**src/hdl/gag_pkg.sv**
```systemverilog
package gag_pkg;

  // population and gene store sizes
  localparam int unsigned POP_MAX     = 128;
  localparam int unsigned GENES_MAX   = 32;
  localparam int unsigned ALLELE_BITS = 4;

  // request codes
  localparam logic [1:0] REQ_WR_POP   = 2'd0;
  localparam logic [1:0] REQ_WR_MODEL = 2'd1;
  localparam logic [1:0] REQ_RD_POP   = 2'd2;
  localparam logic [1:0] REQ_STEP     = 2'd3;

  // outcome codes
  localparam logic [1:0] OUT_ACCESS  = 2'd0;
  localparam logic [1:0] OUT_NEWGEN  = 2'd1;
  localparam logic [1:0] OUT_PERFECT = 2'd2;
  localparam logic [1:0] OUT_LIMIT   = 2'd3;

  // configuration register indexes
  localparam logic [2:0] CFG_ORGS   = 3'd0;
  localparam logic [2:0] CFG_GENES  = 3'd1;
  localparam logic [2:0] CFG_ALLELE = 3'd2;
  localparam logic [2:0] CFG_PERIOD = 3'd3;
  localparam logic [2:0] CFG_MAXFIT = 3'd4;
  localparam logic [2:0] CFG_MAXGEN = 3'd5;
  localparam logic [2:0] CFG_SEED   = 3'd6;

  localparam int unsigned GenHardLimit = 1000;

  // shared modulo unit request
  typedef struct packed {
    logic        start;
    logic [31:0] dividend;
    logic [15:0] divisor;
  } mod_req_t;

  // xorshift 13,17,5
  function automatic logic [31:0] xorshift(input logic [31:0] x);
    logic [31:0] y;
    y = x ^ (x << 13);
    y = y ^ (y >> 17);
    y = y ^ (y << 5);
    return y;
  endfunction

endpackage

```
**src/hdl/gag_mod_unit.sv**
```systemverilog
module gag_mod_unit
  import gag_pkg::*;
(
  input  logic        clk_i,
  input  logic        rst_ni,
  input  mod_req_t    req_i,
  output logic        done_o,
  output logic [15:0] rem_o
);

  logic [31:0] quo_q, quo_d;
  logic [16:0] rem_q, rem_d;
  logic [15:0] div_q, div_d;
  logic [5:0]  cnt_q, cnt_d;
  logic        busy_q, busy_d, done_q, done_d;
  logic [16:0] trial;

  // one restoring step per cycle
  always_comb begin
    quo_d  = quo_q;
    rem_d  = rem_q;
    div_d  = div_q;
    cnt_d  = cnt_q;
    busy_d = busy_q;
    done_d = 1'b0;
    trial  = {rem_q[15:0], quo_q[31]};
    if (req_i.start) begin
      quo_d  = req_i.dividend;
      rem_d  = '0;
      div_d  = req_i.divisor;
      cnt_d  = 6'd0;
      busy_d = 1'b1;
    end else if (busy_q) begin
      quo_d = {quo_q[30:0], 1'b0};
      if (trial >= {1'b0, div_q}) rem_d = trial - {1'b0, div_q};
      else rem_d = trial;
      cnt_d = cnt_q + 6'd1;
      if (cnt_q == 6'd31) begin
        busy_d = 1'b0;
        done_d = 1'b1;
      end
    end
  end

  always_ff @(posedge clk_i or negedge rst_ni) begin
    if (!rst_ni) begin
      busy_q <= 1'b0;
      done_q <= 1'b0;
      cnt_q  <= '0;
    end else begin
      busy_q <= busy_d;
      done_q <= done_d;
      cnt_q  <= cnt_d;
    end
  end

  always_ff @(posedge clk_i) begin
    quo_q <= quo_d;
    rem_q <= rem_d;
    div_q <= div_d;
  end

  assign done_o = done_q;
  assign rem_o  = rem_q[15:0];

  a_done_pulse: assert property (@(posedge clk_i) disable iff (!rst_ni)
    done_q |=> !done_q) else $error("modulo done held");
  a_rem_range: assert property (@(posedge clk_i) disable iff (!rst_ni)
    done_q && div_q != 16'd0 |-> rem_q < {1'b0, div_q}) else $error("remainder out of range");
  a_no_busy_done: assert property (@(posedge clk_i) disable iff (!rst_ni)
    done_q |-> !busy_q) else $error("done while busy");

endmodule

```
**config.mk**
```make
export PLATFORM = sky130hd
export DESIGN_NAME = gag_mod_unit
export DESIGN_NICKNAME = d
export VERILOG_FILES = /design/src/hdl/gag_pkg.sv /design/src/hdl/gag_mod_unit.sv
export SDC_FILE = /design/constraint.sdc
export NUM_CORES = 1
export LEC_CHECK = 0
export ABC_AREA = 1
export BUFFER_PORTS_ARGS = -buffer_cell sky130_fd_sc_hd__buf_4
export CAP_MARGIN = 20
export CORE_MARGIN = 2
export CORE_UTILIZATION = 56
export DETAILED_ROUTE_END_ITERATION = 7
export GPL_TIMING_DRIVEN = 0
export PLACE_DENSITY = 0.76
export SLEW_MARGIN = 20
export SYNTH_ARGS = -nofsm -noshare
export SYNTH_HDL_FRONTEND = slang
export SYNTH_SLANG_ARGS = --single-unit
```
**constraint.sdc**
```tcl
create_clock -name clk_i -period 3.3 [get_ports clk_i]
set_input_delay 0.66 -clock clk_i [delete_from_list [all_inputs] [get_ports clk_i]]
set_output_delay 0.66 -clock clk_i [all_outputs]
set_load 0.02 [all_outputs]
```
==> qor.yml <==
layout.nets: 667
netlist.area_leader.share_pct: 34.2
port_buffers: 67
critPathSlowestCell: "fa_1"
grt_max_degree: 40
path_common_cell: "nand2_1"
fin_ws_ps: 1130
synth_area_um2: 4210
required_ps: 3540
hpwl_um: 6900
postCtsSetupBuffers: 0
setup_viol: 0
dpl_cell_area_um2: 4840
postLayoutCellArea_um2: 5070
critPathBufInv: 2
cp-start-kind: "register"
hold_buffers: 0
num_vias: 3504
cpLargestDelayFamily: "simple AND/OR/NAND/NOR gates"
drv_cap: 0
grtUsageTotal_pct: 23.2
synth-seq-cells: 72
power_density_nw_per_um2: 767
die_w_um: 90.7
io_pins: 68
drtIter0Drc: 155
wl_um: 9250
preCtsSetupSlack_ps: 843
overflow: 0
synth_nets: 589
critPathKind: "reg -> reg"
stdcell_count: 702
die_y_um: 90.7
grt_pass1_wl_um: 15300
hold_viol: 0
dp_cells: 686
synth_flop_cell: "edfxtp_1"
rsz0062_at_grt: "no"
avgSynthCellArea_um2: 8.10
ys_seq_area_share_pct: 46.6
min_period_ps: 2170
syn2layout_area_growth_pct: 20.4
cp-end-kind: "register"
ir_drop_mv: 0.362
gp_congestion: 0.878
max_freq_ghz: 0.461
avgRoutedWirePerCell_um: 13.2
arrival_ps: 2410
cts_tree: "built"
numCtsBuffers: 9
synth.distinct_cells: 42
via_per_inst: 4.99
cp_cell_sequence: "inv_1 -> ha_1 -> inv_1 -> fa_1 -> nand3_1 -> nand3_1 -> nand2_1 -> nand2_1 -> nand2_1 -> nand2_1 -> nand2_1 -> nand3_2 -> nand2_1 -> nand2_1"
antenna_left: 0
power_mw: 3.89
netlist_instances: 520
h-tree-depth: 3
drc: 0
antenna_found_initial: 0
synthArstFlopShare_pct: 11.1
whs_ps: 112
core_um2: 7250
yosysWarnings: 0
ctsRootBufferMaster: "clkbuf_8"
p_leak_nw: 2.63
grt_pass1_vias: 3410
clk_latency_ps: 350
fin_skew_ps: 13.9
clk_pin_slew_worst_paths_ps: 80
rows: 31
dr.pass1.iters: 4
max_stage_delay_ps: 460
n_antenna_cell: 0
synth_area_leaders: "edfxtp_1 34%, nand2_1 18%, dfxtp_1 7.6%, inv_1 6.6%, ha_1 5.0%"
fin_crit_sh_pct: 65.7
max-slew-margin-rel_pct: 43.7
tightest_slew_ps: 841
cp_max_fo: 4
status: "complete, no violations"
start_util_pct: 58.1
drv_slew: 0
clock_path_buffers: 2
clock_sinks: 72
post-route-util_pct: 70.0
layout-drive-gt1-share_pct: 21.2
synth_edf_count: 48
worst_hold_path_type: "in -> async"
cts_resized: 0
yosys.area.top_type: "edfxtp_1"
dieArea_um2: 8230
setup_tns_ps: 0
[synthesized netlist by cell type, types with 2 or more instances]
cell / count
nor2_1: 19
dfrtp_1: 8
xnor2_1: 5
nand2_2: 9
nor2_2: 3
a21oi_1: 9
edfxtp_1: 48
clkbuf_1: 6
nand2_1: 207
nand4_1: 6
inv_1: 74
buf_6: 2
nand3b_1: 5
inv_2: 3
nor3_1: 3
o21ai_1: 3
o21ai_0: 6
nand3_1: 32
ha_1: 17
dfxtp_1: 16
nand3_2: 17
xor2_1: 2
[placed cells by master (no fill, tap or decap), types with 3 or more instances in the layout]
cell and instances:
nand2_1 207, inv_1 73, buf_4 67, edfxtp_1 48, nand3_1 32, nor2_1 19
nand3_2 17, ha_1 17, dfxtp_1 16, clkbuf_8 10, nand2_2 9, a21oi_1 9
dfrtp_1 8, clkbuf_1 7, nand4_1 6, o21ai_0 6, xnor2_1 5, nand3b_1 5
inv_2 4, nor3_1 3, nor2_2 3, o21ai_1 3
[cells by family after synthesis]
family                     after synthesis  synth area share [%]
adders and majority gates               18                  5.52
buffers and inverters                   90                  9.12
xor gates and xnor gates                 7                  1.45
DFF                                     72                  46.6
and+or+nand+nor                        310                  34.2
AOI/OAI and AO/OA                       23                  3.12
[state kept, by name, indices dropped and copies added (netlist names)]
name / flops
quo_q: 32
div_q: 16
rem_q: 16
cnt_q: 6
busy_q: 1
done_o: 1
[path summary, 6_finish.rpt]
path / slack, ps / from / cells after the start / endpoint
min in group clk_i: 480 / req_i[1] / 1 / div_q[1]
setup reg to reg: 1130 / quo_q[31] / 14 / rem_q[14]
hold reg to reg: 490 / rem_q[11] / 2 / rem_q[11]
setup / recovery: 1130 / quo_q[31] / 14 / rem_q[14]
hold / removal: 110 / rst_ni / 1 / cnt_q[4]
max in group asynchronous: 3060 / rst_ni / 1 / cnt_q[0]
[cell type report]
type                            instances  area (um^2)
Timing Repair Buffer                   67          503
Sequential cell                        72         1960
Clock buffer                           12          178
Tap cell                               99          124
Multi-Input combinational cell        358         1870
Inverter                               78          293
Clock inverter                          4         56.3
Buffer                                 12         91.3
Fill cell                             622         2180
[metal layers]
metal,global-route usage [%],wire length (um),vias to the layer above
met1,28.0,4050,1618
li1,-,-,1806
met2,40.7,4650,68
met3,4.84,375,12
met5,0,0,-
met4,8.33,180,0
[power by group]
| part | total (mW) | switching, mW | internal, mW |
|---|---|---|---|
| Combinational | 1.87 | 1.12 | 0.749 |
| Sequential | 1.22 | 0.106 | 1.11 |
| Clock | 0.806 | 0.358 | 0.449 |
| Total | 3.89 | 1.58 | 2.31 |
(Power assumes the default switching activity.)
